===== config.mk =====
export PLATFORM = sky130hd
export DESIGN_NAME = keypad_stepper_controller
export DESIGN_NICKNAME = d
export VERILOG_FILES = /design/src/hw/rtl/kpsc_pkg.sv /design/src/hw/rtl/kpsc_debounce.sv /design/src/hw/rtl/kpsc_stepper.sv /design/src/hw/rtl/keypad_stepper_controller.sv
export SDC_FILE = /design/constraint.sdc
export NUM_CORES = 1
export LEC_CHECK = 0
export BUFFER_PORTS_ARGS = -buffer_cell sky130_fd_sc_hd__buf_4
export CAP_MARGIN = 25
export CORE_MARGIN = 2
export CORE_UTILIZATION = 40
export DETAILED_ROUTE_END_ITERATION = 8
export SLEW_MARGIN = 5
export SYNTH_ARGS = -nofsm -noshare
export SYNTH_HDL_FRONTEND = slang
export SYNTH_SLANG_ARGS = --single-unit

===== constraint.sdc =====
create_clock -name clk -period 12.61 [get_ports clk]
set_input_delay 2.522 -clock clk [delete_from_list [all_inputs] [get_ports clk]]
set_output_delay 2.522 -clock clk [all_outputs]
set_load 0.05 [all_outputs]

===== src/hw/rtl/kpsc_pkg.sv =====
// ----------------------------------------------------------------------------
// kpsc_pkg
// Shared types, constants and lookup functions for the keypad stepper block.
// ----------------------------------------------------------------------------
package kpsc_pkg;

  localparam int ROWS   = 4;
  localparam int COLS   = 4;
  localparam int SPT_W  = 13;
  localparam int BEAT_W = 18;

  localparam logic [SPT_W-1:0]         SPT_RESET  = 13'd4076;
  localparam logic [3:0]               COIL_IDLE  = 4'hF;
  localparam logic signed [BEAT_W-1:0] BEAT_LIMIT = 18'sd73719;

  // Key kinds: digits keep their value as code
  typedef enum logic [3:0] {
    KEY_D0    = 4'd0,
    KEY_D1    = 4'd1,
    KEY_D2    = 4'd2,
    KEY_D3    = 4'd3,
    KEY_D4    = 4'd4,
    KEY_D5    = 4'd5,
    KEY_D6    = 4'd6,
    KEY_D7    = 4'd7,
    KEY_D8    = 4'd8,
    KEY_D9    = 4'd9,
    KEY_UP    = 4'd10,
    KEY_LEFT  = 4'd11,
    KEY_DOWN  = 4'd12,
    KEY_RIGHT = 4'd13,
    KEY_ESC   = 4'd14,
    KEY_ENTER = 4'd15
  } key_kind_t;

  // Presses found on the scanned row this tick
  typedef struct packed {
    logic [1:0] row;
    logic [3:0] press;
  } press_t;

  // Motor state after the tick
  typedef struct packed {
    logic [2:0]               phase;
    logic [3:0]               coil;
    logic signed [BEAT_W-1:0] beats;
  } step_state_t;

  // Keypad layout, row-major
  function automatic key_kind_t key_kind(input logic [1:0] row, input logic [1:0] col);
    key_kind_t k;
    case ({row, col})
      4'd0:    k = KEY_D1;
      4'd1:    k = KEY_D2;
      4'd2:    k = KEY_D3;
      4'd3:    k = KEY_UP;
      4'd4:    k = KEY_D4;
      4'd5:    k = KEY_D5;
      4'd6:    k = KEY_D6;
      4'd7:    k = KEY_LEFT;
      4'd8:    k = KEY_D7;
      4'd9:    k = KEY_D8;
      4'd10:   k = KEY_D9;
      4'd11:   k = KEY_DOWN;
      4'd12:   k = KEY_D0;
      4'd13:   k = KEY_ESC;
      4'd14:   k = KEY_ENTER;
      4'd15:   k = KEY_RIGHT;
      default: k = KEY_ENTER;
    endcase
    return k;
  endfunction

  // Half-step coil sequence
  function automatic logic [3:0] phase_code(input logic [2:0] idx);
    logic [3:0] c;
    case (idx)
      3'd0:    c = 4'hE;
      3'd1:    c = 4'hC;
      3'd2:    c = 4'hD;
      3'd3:    c = 4'h9;
      3'd4:    c = 4'hB;
      3'd5:    c = 4'h3;
      3'd6:    c = 4'h7;
      3'd7:    c = 4'h6;
      default: c = COIL_IDLE;
    endcase
    return c;
  endfunction

endpackage


===== src/hw/rtl/kpsc_debounce.sv =====
// ----------------------------------------------------------------------------
// kpsc_debounce
// Row scanner: per-key sample histories, debounced levels and press detect.
// ----------------------------------------------------------------------------
module kpsc_debounce #(
  parameter int SAMPLES = 4
) (
  input  logic            clk,
  input  logic            rst,
  input  logic            advance,
  input  logic [3:0]      cols,
  output kpsc_pkg::press_t press,
  output logic [1:0]      scan_row
);
  import kpsc_pkg::*;

  logic [SAMPLES-1:0] hist [ROWS][COLS];
  logic [COLS-1:0]    level [ROWS];
  logic [SAMPLES-1:0] hist_next [COLS];
  logic [COLS-1:0]    level_next;

  // Shift in the new samples and settle the levels of the scanned row
  always_comb begin
    for (int c = 0; c < COLS; c++) begin
      hist_next[c]  = {hist[scan_row][c][SAMPLES-2:0], cols[c]};
      level_next[c] = level[scan_row][c];
      if (hist_next[c] == '0) begin
        level_next[c] = 1'b0;
      end else if (hist_next[c] == '1) begin
        level_next[c] = 1'b1;
      end
      press.press[c] = level[scan_row][c] & ~level_next[c];
    end
    press.row = scan_row;
  end

  // Store the row and step to the next one
  always_ff @(posedge clk) begin
    if (rst) begin
      for (int r = 0; r < ROWS; r++) begin
        for (int c = 0; c < COLS; c++) begin
          hist[r][c] <= '1;
        end
        level[r] <= '1;
      end
      scan_row <= 2'd0;
    end else if (advance) begin
      for (int c = 0; c < COLS; c++) begin
        hist[scan_row][c] <= hist_next[c];
      end
      level[scan_row] <= level_next;
      scan_row        <= scan_row + 2'd1;
    end
  end

endmodule


===== src/hw/rtl/kpsc_stepper.sv =====
// ----------------------------------------------------------------------------
// kpsc_stepper
// Half-step motor sequencer with beat counter and key command decode.
// ----------------------------------------------------------------------------
module kpsc_stepper (
  input  logic                          clk,
  input  logic                          rst,
  input  logic                          advance,
  input  kpsc_pkg::press_t              press,
  input  logic [kpsc_pkg::SPT_W-1:0]    spt,
  output kpsc_pkg::step_state_t         state
);
  import kpsc_pkg::*;

  logic                     toggle;
  logic                     reverse;
  logic signed [BEAT_W-1:0] beats;
  logic [2:0]               phase;
  logic [3:0]               coil;

  logic signed [BEAT_W-1:0] beats_step;
  logic [2:0]               phase_step;
  logic [3:0]               coil_step;
  logic                     rev_run;
  logic                     load_any;
  logic                     load_rev;
  logic [3:0]               load_kind;
  key_kind_t                kind;
  logic [16:0]              prod;
  logic [BEAT_W-1:0]        quarter;
  logic signed [BEAT_W-1:0] load_val;
  logic signed [BEAT_W-1:0] beats_next;

  // Step the motor on every other tick, starting with the first
  always_comb begin
    beats_step = beats;
    phase_step = phase;
    coil_step  = coil;
    if (!toggle) begin
      if (beats > 0) begin
        phase_step = phase + 3'd1;
        beats_step = beats - 18'sd1;
        coil_step  = phase_code(phase_step);
      end else if (beats < 0) begin
        phase_step = phase - 3'd1;
        beats_step = beats + 18'sd1;
        coil_step  = phase_code(phase_step);
      end else begin
        coil_step = COIL_IDLE;
      end
    end
  end

  // Walk the row's presses in column order; the last beat load wins
  always_comb begin
    rev_run   = reverse;
    load_any  = 1'b0;
    load_rev  = reverse;
    load_kind = KEY_ESC;
    kind      = KEY_ENTER;
    for (int c = 0; c < 4; c++) begin
      kind = key_kind(press.row, 2'(c));
      if (press.press[c]) begin
        if (kind <= KEY_D9) begin
          load_any  = 1'b1;
          load_kind = kind;
          load_rev  = rev_run;
        end else begin
          case (kind)
            KEY_UP:   rev_run = 1'b0;
            KEY_DOWN: rev_run = 1'b1;
            KEY_LEFT, KEY_RIGHT, KEY_ESC: begin
              load_any  = 1'b1;
              load_kind = kind;
            end
            default: ;
          endcase
        end
      end
    end
  end

  // Beat value of the winning key
  assign prod    = {13'd0, load_kind} * {4'd0, spt};
  assign quarter = {7'd0, spt[SPT_W-1:2]};

  always_comb begin
    if (load_kind <= KEY_D9) begin
      load_val = load_rev ? -$signed({1'b0, prod}) : $signed({1'b0, prod});
    end else begin
      case (load_kind)
        KEY_LEFT:  load_val = $signed(quarter);
        KEY_RIGHT: load_val = -$signed(quarter);
        default:   load_val = '0;
      endcase
    end
    beats_next = load_any ? load_val : beats_step;
  end

  // Motor state registers double as the result
  always_ff @(posedge clk) begin
    if (rst) begin
      toggle  <= 1'b0;
      reverse <= 1'b0;
      beats   <= '0;
      phase   <= 3'd0;
      coil    <= COIL_IDLE;
    end else if (advance) begin
      toggle  <= ~toggle;
      reverse <= rev_run;
      beats   <= beats_next;
      phase   <= phase_step;
      coil    <= coil_step;
    end
  end

  assign state.phase = phase;
  assign state.coil  = coil;
  assign state.beats = beats;

endmodule


===== src/hw/rtl/keypad_stepper_controller.sv =====
// ----------------------------------------------------------------------------
// keypad_stepper_controller
// Input transfer reaches result valid through the input register, then the
// state/result registers. One tick per cycle while the receiver does not stall.
// Reset (rst, synchronous): all keys released, row 0, forward, zero beats,
// coils idle (0xF), steps_per_turn 4076.
// ----------------------------------------------------------------------------
module keypad_stepper_controller #(
  parameter int DEBOUNCE_SAMPLES = 4
) (
  input  logic        clk,
  input  logic        rst,
  input  logic        s_tvalid,
  output logic        s_tready,
  input  logic [7:0]  s_tdata,   // [3:0] column_levels, [7:4] zero
  output logic        m_tvalid,
  input  logic        m_tready,
  output logic [31:0] m_tdata,   // [3:0] row_drive, [7:4] coil_pattern, [25:8] beats_left
  input  logic        cfg_valid,
  output logic        cfg_ready,
  input  logic [12:0] cfg_data   // steps_per_turn
);
  import kpsc_pkg::*;

  logic              in_valid;
  logic [3:0]        in_cols;
  logic              advance;
  logic [SPT_W-1:0]  spt;
  logic [1:0]        scan_row;
  logic [3:0]        row_drive;
  press_t            press;
  step_state_t       motor;

  // Move the held tick into the state when the result slot is free
  assign advance  = in_valid & (~m_tvalid | m_tready);
  assign s_tready = ~in_valid | advance;
  assign cfg_ready = 1'b1;

  // Input register
  always_ff @(posedge clk) begin
    if (rst) begin
      in_valid <= 1'b0;
    end else if (s_tready) begin
      in_valid <= s_tvalid;
    end
  end

  always_ff @(posedge clk) begin
    if (s_tvalid && s_tready) begin
      in_cols <= s_tdata[3:0];
    end
  end

  // Result valid flag
  always_ff @(posedge clk) begin
    if (rst) begin
      m_tvalid <= 1'b0;
    end else if (advance) begin
      m_tvalid <= 1'b1;
    end else if (m_tready) begin
      m_tvalid <= 1'b0;
    end
  end

  // Configuration register
  always_ff @(posedge clk) begin
    if (rst) begin
      spt <= SPT_RESET;
    end else if (cfg_valid && cfg_ready) begin
      spt <= cfg_data;
    end
  end

  kpsc_debounce #(
    .SAMPLES (DEBOUNCE_SAMPLES)
  ) u_debounce (
    .clk      (clk),
    .rst      (rst),
    .advance  (advance),
    .cols     (in_cols),
    .press    (press),
    .scan_row (scan_row)
  );

  kpsc_stepper u_stepper (
    .clk     (clk),
    .rst     (rst),
    .advance (advance),
    .press   (press),
    .spt     (spt),
    .state   (motor)
  );

  // Pack the result
  assign row_drive = ~(4'b0001 << scan_row);
  assign m_tdata   = {6'd0, motor.beats, motor.coil, row_drive};

`ifndef ASSERT_OFF
  a_beats_range: assert property (@(posedge clk) disable iff (rst)
    (motor.beats <= BEAT_LIMIT) && (motor.beats >= -BEAT_LIMIT))
    else $error("beat count out of range");

  a_phase_moves_on_tick: assert property (@(posedge clk) disable iff (rst)
    (motor.phase != $past(motor.phase)) |-> $past(advance))
    else $error("phase changed without a tick");

  a_result_from_tick: assert property (@(posedge clk) disable iff (rst)
    $rose(m_tvalid) |-> $past(advance))
    else $error("result raised without a tick");
`endif

endmodule


==> results of run 1 <==
## worst min-delay path by stage
| stage | startpoint | end | cells after the start | slack, ns |
|---|---|---|---|---|
| floorplan | u_stepper.coil[2]$_SDFFE_PP1P_ | u_stepper.coil[2]$_SDFFE_PP1P_ | 2 | 0.44 |
| global placement | u_stepper.coil[1]$_SDFFE_PP1P_ | u_stepper.coil[1]$_SDFFE_PP1P_ | 2 | 0.46 |
| detailed placement | u_stepper.coil[2]$_SDFFE_PP1P_ | u_stepper.coil[2]$_SDFFE_PP1P_ | 2 | 0.46 |
| CTS | u_stepper.toggle$_SDFFE_PP0P_ | u_stepper.toggle$_SDFFE_PP0P_ | 2 | 0.47 |
| global route | u_stepper.coil[2]$_SDFFE_PP1P_ | u_stepper.coil[2]$_SDFFE_PP1P_ | 2 | 0.52 |
| finish | u_stepper.coil[3]$_SDFFE_PP1P_ | u_stepper.coil[3]$_SDFFE_PP1P_ | 2 | 0.47 |
## area by class of cell
cell class,count,area [µm²]
Fill cell,2234,12400
Multi-Input combinational cell,776,5670
Sequential cell,114,2960
Timing Repair Buffer,63,477
Clock buffer,17,425
Tap cell,285,357
Inverter,64,240
Clock inverter,15,159
## critical path, delay by kind of cell (launching register included)
kind                     cells  cell delay (ns)
AO/OA/AOI/OAI                7             2.31
buffers and inverters        2             0.49
XOR/XNOR                     1             0.26
multiplexers                 1             0.64
adder cells (fa/ha/maj)      3             1.56
AND/OR/NAND/NOR              5             1.39
flip-flops                   1             0.31
## kinds of logic (layout without fill, tap and decap cells)
group / after synthesis / count (layout) / synth area share
xor gates and xnor gates: 40 / 40 / 0.0378
and+or+nand+nor: 373 / 373 / 0.206
adders and majority gates: 77 / 77 / 0.123
other: 2 / 7 / 0.000810
AOI/OAI and AO/OA: 238 / 238 / 0.173
buffers and inverters: 141 / 159 / 0.0730
muxes: 41 / 41 / 0.0668
DFF: 114 / 114 / 0.320
## layout by cell type, fill, tap and decap left out, types with 17 or more instances in the layout
cell type | netlist | final
nand2_1 | 124 | 124
nand3_1 | 23 | 23
clkbuf_16 | 0 | 17
ha_1 | 54 | 54
nand2b_1 | 40 | 40
xnor2_1 | 27 | 27
inv_1 | 63 | 63
nor2_1 | 56 | 56
and2_1 | 42 | 42
o21ai_0 | 55 | 51
dfxtp_1 | 46 | 46
edfxtp_1 | 68 | 68
a21oi_1 | 62 | 62
mux2i_1 | 18 | 18
buf_4 | 30 | 62
fa_1 | 23 | 23
## metal layers
metal,track usage,part of all wire,vias up
met4,0.0494,0.015,2
li1,-,-,3649
met2,0.347,0.50,116
met5,0,0.00043,-
met1,0.255,0.45,3625
met3,0.0425,0.035,26
## through the flow
| stage | util | cell area, µm² | hold WS, ns |
|---|---|---|---|
| floorplan | - | 9290 | 0.439 |
| global placement | 0.427 | 9690 | 0.459 |
| detailed placement | 0.427 | 9690 | 0.462 |
| CTS | 0.452 | 10300 | 0.474 |
| global route | 0.453 | 10300 | 0.520 |
| finish | 0.453 | 10300 | 0.470 |
## report_power, final
part | switching (W) | total, W | internal (W) | leakage (nW)
clock | 0.000206 | 0.000486 | 0.000280 | 0.280
sequential | 0.0000101 | 0.000410 | 0.000400 | 0.855
combinational | 0.000174 | 0.000287 | 0.000113 | 2.59
total | 0.000389 | 0.00118 | 0.000793 | 3.72
## state kept, by name, summed over array words and instances, names as in the netlist, named ones only
register / cells
u_debounce.hist: 48
u_stepper.reverse: 1
u_stepper.phase: 3
u_stepper.toggle: 1
u_debounce.scan_row: 2
in_cols: 4
u_stepper.beats: 18
m_tvalid: 1
in_valid: 1
u_debounce.level: 16
spt: 13
u_stepper.coil: 4
==> run summary, run 1 <==
grt ovf = 0
layout cells sized above 1 = 0.147
Post-CTS Hold Buffers = 0
Critical Path Max Stage Delay = 0.70 ns
Post-Syn Area = 9270 µm²
crit path max fanout = 28
Ports = 61
Critical Path Sink = u_stepper.beats[17]$_SDFFE_PP0P_
area grow syn2layout = 11.0%
reg-to-reg setup timing slack = 5.50 ns
IO buf count = 49
Via-to-Cell Ratio = 5.56
Ys Warns = 0
routed vias = 7,418
Seq/Total Area, Yosys = 0.320
fin crit share = 0.564
ranking of synthesized cells by area = edfxtp_1 (22%), dfxtp_1 (9.9%), ha_1 (7.3%)
clk sinks = 114
worst path required time = 12.91 ns
TNS Setup = 0 ns
initial antenna violation count = 1
Routed WL per cell = 17.3 µm
Synth cell types = 80
Reg clk slew, reported paths = 0.06 ns
Worst Clk Skew = 0.00958 ns
CTS tree = done
final setup margin = 5.50 ns
n_diodes = 0
status = finished, final reports clean
row count = 55
Hold WC Path Type = register to register
clk_lat worst skew = 0.43 ns
final net count = 1,139
Startpoint Class = register
Max-cap violations = 0
die span in x = 156 µm
CP arrival = 7.41 ns
syn avg cell area = 9.03 µm²
ys async rst share = 0
kind of critical path = register to register
CTS Buffer Depth = 2
pre-CTS setup slack = 5.44 ns
Setup Viol. Count Final = 0
vias in the first global route = 7,219
largest net degree at the start of global routing = 39
top-count cell post-synth = nand2_1
placed cells = 1,301
power per standard cell area = 115 nW/µm²
post-synth top area share = 0.220
pin slew with the least headroom to its limit = 1.00 ns
Post-DRT Antenna Nets = 0
Post-CTS Setup Repair Bufs = 0
Max H-tree Level = 4
final wirelength = 23.1 mm
overall power = 0.00118 W
slowest cell on the critical path = o22a_1
first-pass detailed-route iteration total = 5
Post-Syn Instances = 1,026
Peak Freq = 0.141 GHz
first-pass GRT wire length = 38.2 mm
Slew headroom = 0.329
Hold Vio Cnt, Final = 0
crit path cell chain = buf_4 > mux4_2 > nor3_1 > and3_1 > o22a_1 > nand2_1 > fa_1 > fa_1 > inv_1 > fa_1 > a21o_1 > a311o_1 > a211oi_1 > xor2_1 > o21ai_0 > nor4_1 > nand2_1 > o311ai_1 > a2111oi_2
Slew Viols, Final = 0
VDD IR max = 0.0791 mV
unrepaired setup endpoints after global routing = false
worst-case reg-to-reg path depth = 19
synth cell count leaders = nand2_1 (124), edfxtp_1 (68), inv_1 (63), a21oi_1 (62), nor2_1 (56)
die area = 24,400 µm²
DRC Markers = 0
RD Place Congestion = 0.873
EDFF count, synth = 68
nature of the critical path endpoint = register
LEAKAGE = 3.72 nW
DP HPWL = 16.9 mm
crit-path most repeated cell = fa_1
RR Endpoint = u_stepper.beats[17]$_SDFFE_PP0P_
clock root buffer = clkbuf_16
Die H = 156 µm
fin crit period = 7.11 ns
1st-iter DRT viols = 401
CTS resizes = 0
core area = 22,700 µm²
fin cells = 1,334
Initial Util = 0.408
largest area contributor in the netlist = edfxtp_1
GRT Util Overall = 0.200
flops & latches, synth = 114
ys flop type = edfxtp_1
CTS buffer count = 17
Power figures use the tool's default switching activity.
==> run 2: changes to the inputs <==
ABC_AREA = 1   (was unset)
clock period = 6.4 ns   (was 12.61 ns; I/O delays follow)
==> run summary, run 2 <==
status = finished, final reports clean
GRT Util Overall = 0.199 (-0.000884)
first-pass detailed-route iteration total = 5 (unchanged)
power per standard cell area = 313 nW/µm² (+170%)
clk_lat worst skew = 0.42 ns (about the same)
top-count cell post-synth = nand2_1
Post-CTS Setup Repair Bufs = 0 (unchanged)
synth cell count leaders = nand2_1 (340), inv_1 (154), nor2_1 (106), nand3_1 (97), a21oi_1 (91)
flops & latches, synth = 114 (unchanged)
Top reg by flops = u_debounce.hist
Post-DRT Antenna Nets = 0 (unchanged)
vias in the first global route = 7,821 (+8.3%)
Clk pwr share = 0.302 (-0.109)
Post-Syn Area = 9090 µm² (-1.9%)
clk sinks = 114 (unchanged)
core area = 22,500 µm² (-0.91%)
LEAKAGE = 4.51 nW (+21%)
delay-heaviest family, CP = adder cells
largest net degree at the start of global routing = 30 (-23%)
DRC Markers = 0 (unchanged)
Die H = 155 µm (-0.93%)
Bufs and invs on worst path = 7 (+5)
CP arrival = 6.11 ns (-1.30 ns)
Switch Pwr = 0.00132 W (+240%)
Finished Cell Area = 10,200 µm² (-1.1%)
EDFF count, synth = 68 (unchanged)
most frequent cells in the layout = nand2_1 (340), inv_1 (154), nor2_1 (106), nand3_1 (97), a21oi_1 (90)
fin crit period = 5.79 ns (-1.32 ns)
Startpoint Class = register
crit path max fanout = 10 (-64%)
n_diodes = 0 (unchanged)
largest registers = u_debounce.hist x48, u_stepper.beats x18, u_debounce.level x16
RD Place Congestion = 0.865 (-0.93%)
area grow syn2layout = 11.9%
Setup Viol. Count Final = 0 (unchanged)
pin slew with the least headroom to its limit = 0.992 ns (-0.00932 ns)
Synth cell types = 50 (-38%)
Hold WC Path Type = register to register
ys flop type = edfxtp_1
die span in x = 155 µm (-0.93%)
crit-path most repeated cell = inv_1
Ys Warns = 0 (unchanged)
layout cells sized above 1 = 0.101 (-0.0461)
Post-CTS Hold Buffers = 0 (unchanged)
worst path required time = 6.71 ns (-6.20 ns)
ys async rst share = 0 (unchanged)
Worst Clk Skew = 0.0112 ns (+0.00158 ns)
Max-cap violations = 0 (unchanged)
DP HPWL = 17.4 mm (+2.7%)
max reg flops = 48 (unchanged)
Post-Syn Instances = 1,263 (+23%)
kind of critical path = register to register
initial antenna violation count = 0 (-1)
final net count = 1,391 (+22%)
routed vias = 8,151 (+9.9%)
post-placement cell area = 9570 µm² (-1.3%)
VDD IR max = 0.174 mV (+120%)
grt ovf = 0 (unchanged)
Critical Path Max Stage Delay = 0.55 ns (-0.15 ns)
Switching Share = 0.413 (+0.0842)
CTS tree = done
commonest non-fill, non-tap cell in the layout = nand2_1
clock root buffer = clkbuf_16
largest area contributor in the netlist = edfxtp_1
CTS resizes = 0 (unchanged)
1st-iter DRT viols = 549 (+37%)
share of power burned in registers = 0.267 (-0.080)
IO buf count = 49 (unchanged)
ranking of synthesized cells by area = edfxtp_1 (22%), nand2_1 (14%), dfxtp_1 (10%)
post-synth top area share = 0.225 (+0.00425)
Combinational Power Share = 0.431 (+0.189)
Seq/Total Area, Yosys = 0.326 (+0.00616)
Reg clk slew, reported paths = 0.06 ns (about the same)
nature of the critical path endpoint = register
Via-to-Cell Ratio = 5.14 (-7.6%)
Hold Vio Cnt, Final = 0 (unchanged)
first-pass GRT wire length = 38.1 mm (-0.11%)
Routed WL per cell = 14.4 µm (-17%)
Initial Util = 0.404 (-0.00404)
Peak Freq = 0.173 GHz (+23%)
slowest cell on the critical path = dfxtp_1
Slew Viols, Final = 0 (unchanged)
syn avg cell area = 7.20 µm² (-20%)
die area = 24,000 µm² (-1.8%)
Slew headroom = 0.336 (+0.00741)
fin crit share = 0.905 (+0.341)
Ports = 61 (unchanged)
row count = 55 (unchanged)
unrepaired setup endpoints after global routing = false
CTS Buffer Depth = 2 (unchanged)
Max H-tree Level = 4 (unchanged)
CTS buffer count = 17 (unchanged)
Int Pwr = 0.00187 W (+140%)
TNS Setup = 0 ns (unchanged)
Layout Utilization = 0.452 (-0.000960)
final wirelength = 22.8 mm (-1.2%)
run 2: cell count changes in the layout (fill, tap and decap cells not counted), sizes merged, moves of 15 or more:
cell    before  now
a21oi       62   92
inv         74  169
nand2      125  351
xnor2       27    6
nand2b      40    1
and2        42    0
nand3       23   99
mux4        16    0
mux2i       18    0
o21ai       61   94
nor2        56  112
a211oi      16    1
run 2: cell families (layout without fill, tap and decap cells):
logic type,Yosys count,after routing,share of synthesized area
simple gates,606,606,0.286
xor+xnor,24,24,0.0231
fa+ha+maj,77,77,0.125
buf+inv,226,259,0.111
other cells,2,7,0.000826
compound gates,214,214,0.129
flops,114,114,0.326
run 2: worst min-delay path, cell delays in order, from the launching register on:
cell     delay [ns]
dfxtp_1        0.31
nand2_1        0.06
a21oi_1        0.05
run 2: power groups by stage:
stage	Sequential (W)	Combinational (W)	Clock (W)
final	0.000851	0.00137	0.000960
after global routing	0.000856	0.00158	0.00101
after CTS	0.000851	0.00137	0.000977
after detailed placement	0.000866	0.00136	0
after global placement	0.000867	0.00135	0
after floorplan	0.000854	0.00110	0
run 2: routing by layer:
metal,share of wire,vias up,GRT usage
li1,-,4168,-
met3,0.042,36,0.0387
met5,0,-,0
met2,0.50,184,0.351
met4,0.030,0,0.0802
met1,0.43,3763,0.240
run 2: final cells by class:
cell class / instances / area (µm²)
Sequential cell: 114 / 2960
Timing Repair Buffer: 65 / 495
Tap cell: 285 / 357
Inverter: 162 / 608
Clock inverter: 15 / 169
Multi-Input combinational cell: 928 / 5150
Clock buffer: 17 / 425
Fill cell: 2272 / 12300
run 2: worst paths after layout:
| check | endpoint | startpoint | depth (start not counted) | slack [ns] |
|---|---|---|---|---|
| setup / recovery | u_stepper.beats[17]$_SDFFE_PP0P_ | u_debounce.scan_row[0]$_SDFFE_PP0P_ | 30 | 0.61 |
| hold / removal | u_stepper.toggle$_SDFFE_PP0P_ | u_stepper.toggle$_SDFFE_PP0P_ | 2 | 0.46 |
| setup reg to reg | u_stepper.beats[17]$_SDFFE_PP0P_ | u_debounce.scan_row[0]$_SDFFE_PP0P_ | 30 | 0.61 |
| hold reg to reg | u_stepper.toggle$_SDFFE_PP0P_ | u_stepper.toggle$_SDFFE_PP0P_ | 2 | 0.46 |
run 2: metrics by stage:
step           power (W)  setup slack [ns]  cells  hold slack, ns
2_1_floorplan    0.00196             0.926   1268           0.442
3_3_place_gp     0.00222             0.609   1552           0.454
3_5_place_dp     0.00223             0.604   1554           0.457
4_1_cts          0.00320             0.580   1586           0.467
5_1_grt          0.00345            0.0102   1586           0.486
6_report         0.00318             0.609   1586           0.464
==> run 3: changes to the inputs <==
CORE_UTILIZATION = 42   (was 40)
==> run summary, run 3 (synthesis results as in run 2) <==
initial antenna violation count = 0 (unchanged)
final wirelength = 23.0 mm (+0.64%)
pin slew with the least headroom to its limit = 1.07 ns (+0.0795 ns)
LEAKAGE = 4.54 nW (+0.62%)
DP HPWL = 17.2 mm (-0.94%)
die span in x = 151 µm (-2.3%)
Ports = 61 (unchanged)
CP arrival = 6.18 ns (+0.07 ns)
core area = 21,200 µm² (-6.0%)
first-pass detailed-route iteration total = 5 (unchanged)
Setup Viol. Count Final = 0 (unchanged)
first-pass GRT wire length = 38.2 mm (+0.20%)
Peak Freq = 0.172 GHz (-0.58%)
unrepaired setup endpoints after global routing = false
power per standard cell area = 323 nW/µm² (+3.0%)
crit path max fanout = 10 (unchanged)
Initial Util = 0.430 (+0.0258)
Worst Clk Skew = 0.0115 ns (+0.000383 ns)
GRT Util Overall = 0.213 (+0.0140)
Post-CTS Setup Repair Bufs = 0 (unchanged)
final net count = 1,393 (+0.14%)
vias in the first global route = 7,703 (-1.5%)
clk_lat worst skew = 0.42 ns (about the same)
Finished Cell Area = 10,200 µm² (+0.50%)
Max H-tree Level = 4 (unchanged)
worst path required time = 6.75 ns (+0.04 ns)
largest registers = u_debounce.hist x48, u_stepper.beats x18, u_debounce.level x16
status = finished, final reports clean
clk sinks = 114 (unchanged)
Bufs and invs on worst path = 5 (-2)
delay-heaviest family, CP = simple AND/OR/NAND/NOR gates
kind of critical path = register to register
CTS Buffer Depth = 2 (unchanged)
Hold Vio Cnt, Final = 0 (unchanged)
row count = 53 (-3.6%)
Slew Viols, Final = 0 (unchanged)
most frequent cells in the layout = nand2_1 (340), inv_1 (154), nor2_1 (106), nand3_1 (97), a21oi_1 (91)
Max-cap violations = 0 (unchanged)
Die H = 151 µm (-2.3%)
VDD IR max = 0.184 mV (+5.9%)
commonest non-fill, non-tap cell in the layout = nand2_1
Routed WL per cell = 14.6 µm (+1.1%)
filler instances = 2,188 (-3.7%)
CTS resizes = 0 (unchanged)
Critical Path Max Stage Delay = 0.54 ns (about the same)
Post-DRT Antenna Nets = 0 (unchanged)
layout cells sized above 1 = 0.0998 (-0.000922)
DRC Markers = 0 (unchanged)
CTS buffer count = 17 (unchanged)
n_diodes = 0 (unchanged)
Post-CTS Hold Buffers = 0 (unchanged)
largest net degree at the start of global routing = 32 (+6.7%)
fin crit period = 5.82 ns (+0.0337 ns)
routed vias = 8,119 (-0.39%)
IO buf count = 49 (unchanged)
crit-path most repeated cell = inv_1
nature of the critical path endpoint = register
RD Place Congestion = 0.890 (+2.9%)
slowest cell on the critical path = fa_1
Startpoint Class = register
area grow syn2layout = 12.4%
fin crit share = 0.910 (+0.00526)
CTS tree = done
clock root buffer = clkbuf_16
Hold WC Path Type = register to register
Via-to-Cell Ratio = 5.15 (+0.11%)
TNS Setup = 0 ns (unchanged)
post-placement cell area = 9550 µm² (-0.13%)
1st-iter DRT viols = 483 (-12%)
Reg clk slew, reported paths = 0.06 ns (about the same)
Top reg by flops = u_debounce.hist
Slew headroom = 0.283 (-0.0532)
die area = 22,800 µm² (-4.6%)
max reg flops = 48 (unchanged)
grt ovf = 0 (unchanged)
## run 3: cell count changes in the layout (fill, tap and decap cells not counted), sizes merged
cell    previous run  this run
inv              169       164
bufinv             2         5
buf               65        67
clkinv             3         5
## run 3: where the power goes
| part | internal [W] | switching [W] | total [W] |
|---|---|---|---|
| registers | 0.000813 | 0.0000373 | 0.000850 |
| logic | 0.000478 | 0.000911 | 0.00139 |
| clock network | 0.000694 | 0.000365 | 0.00106 |
| total | 0.00198 | 0.00131 | 0.00330 |
## run 3: worst register-to-register path, delay by kind of cell (launching register included)
family,cells,cell delay (ns)
xor gates and xnor gates,1,0.33
adders and majority gates,4,1.79
AOI/OAI and AO/OA,4,0.82
and+or+nand+nor,14,1.79
DFF,1,0.53
buffers and inverters,5,0.50
## run 3: worst paths after layout
check	start	end	slack (ns)	cells past startpoint
max	u_debounce.scan_row[0]$_SDFFE_PP0P_	u_stepper.beats[14]$_SDFFE_PP0P_	0.58	28
min	u_stepper.toggle$_SDFFE_PP0P_	u_stepper.toggle$_SDFFE_PP0P_	0.47	2
max reg2reg	u_debounce.scan_row[0]$_SDFFE_PP0P_	u_stepper.beats[14]$_SDFFE_PP0P_	0.58	28
min reg2reg	u_stepper.toggle$_SDFFE_PP0P_	u_stepper.toggle$_SDFFE_PP0P_	0.47	2
## run 3: layout make-up
| cell class | instances | area, µm² | area share |
|---|---|---|---|
| Clock buffer | 17 | 425 | 0.0416 |
| Timing Repair Buffer | 67 | 510 | 0.0499 |
| Inverter | 162 | 608 | 0.0595 |
| Sequential cell | 114 | 2960 | 0.290 |
| Multi-Input combinational cell | 928 | 5140 | 0.503 |
| Clock inverter | 15 | 229 | 0.0224 |
| Tap cell | 275 | 344 | 0.0337 |
## run 3: per-stage QoR
stage | cells | worst slack, ns | utilization | power [W] | hold WS, ns
5_1_grt | 1578 | 0.0304 | 0.483 | 0.00356 | 0.502
2_1_floorplan | 1268 | 0.926 | - | 0.00196 | 0.442
3_5_place_dp | 1545 | 0.584 | 0.452 | 0.00225 | 0.458
4_1_cts | 1577 | 0.571 | 0.483 | 0.00331 | 0.469
3_3_place_gp | 1545 | 0.636 | 0.452 | 0.00223 | 0.453
6_report | 1578 | 0.575 | 0.483 | 0.00330 | 0.469
## run 3: layer usage
layer  GRT usage  routed length [µm]  vias up
met2       0.373               11200      186
met4      0.0673                 484        0
met3      0.0277                 995       32
met5           0                   0        -
met1       0.274               10300     3735
li1            -                   -     4166
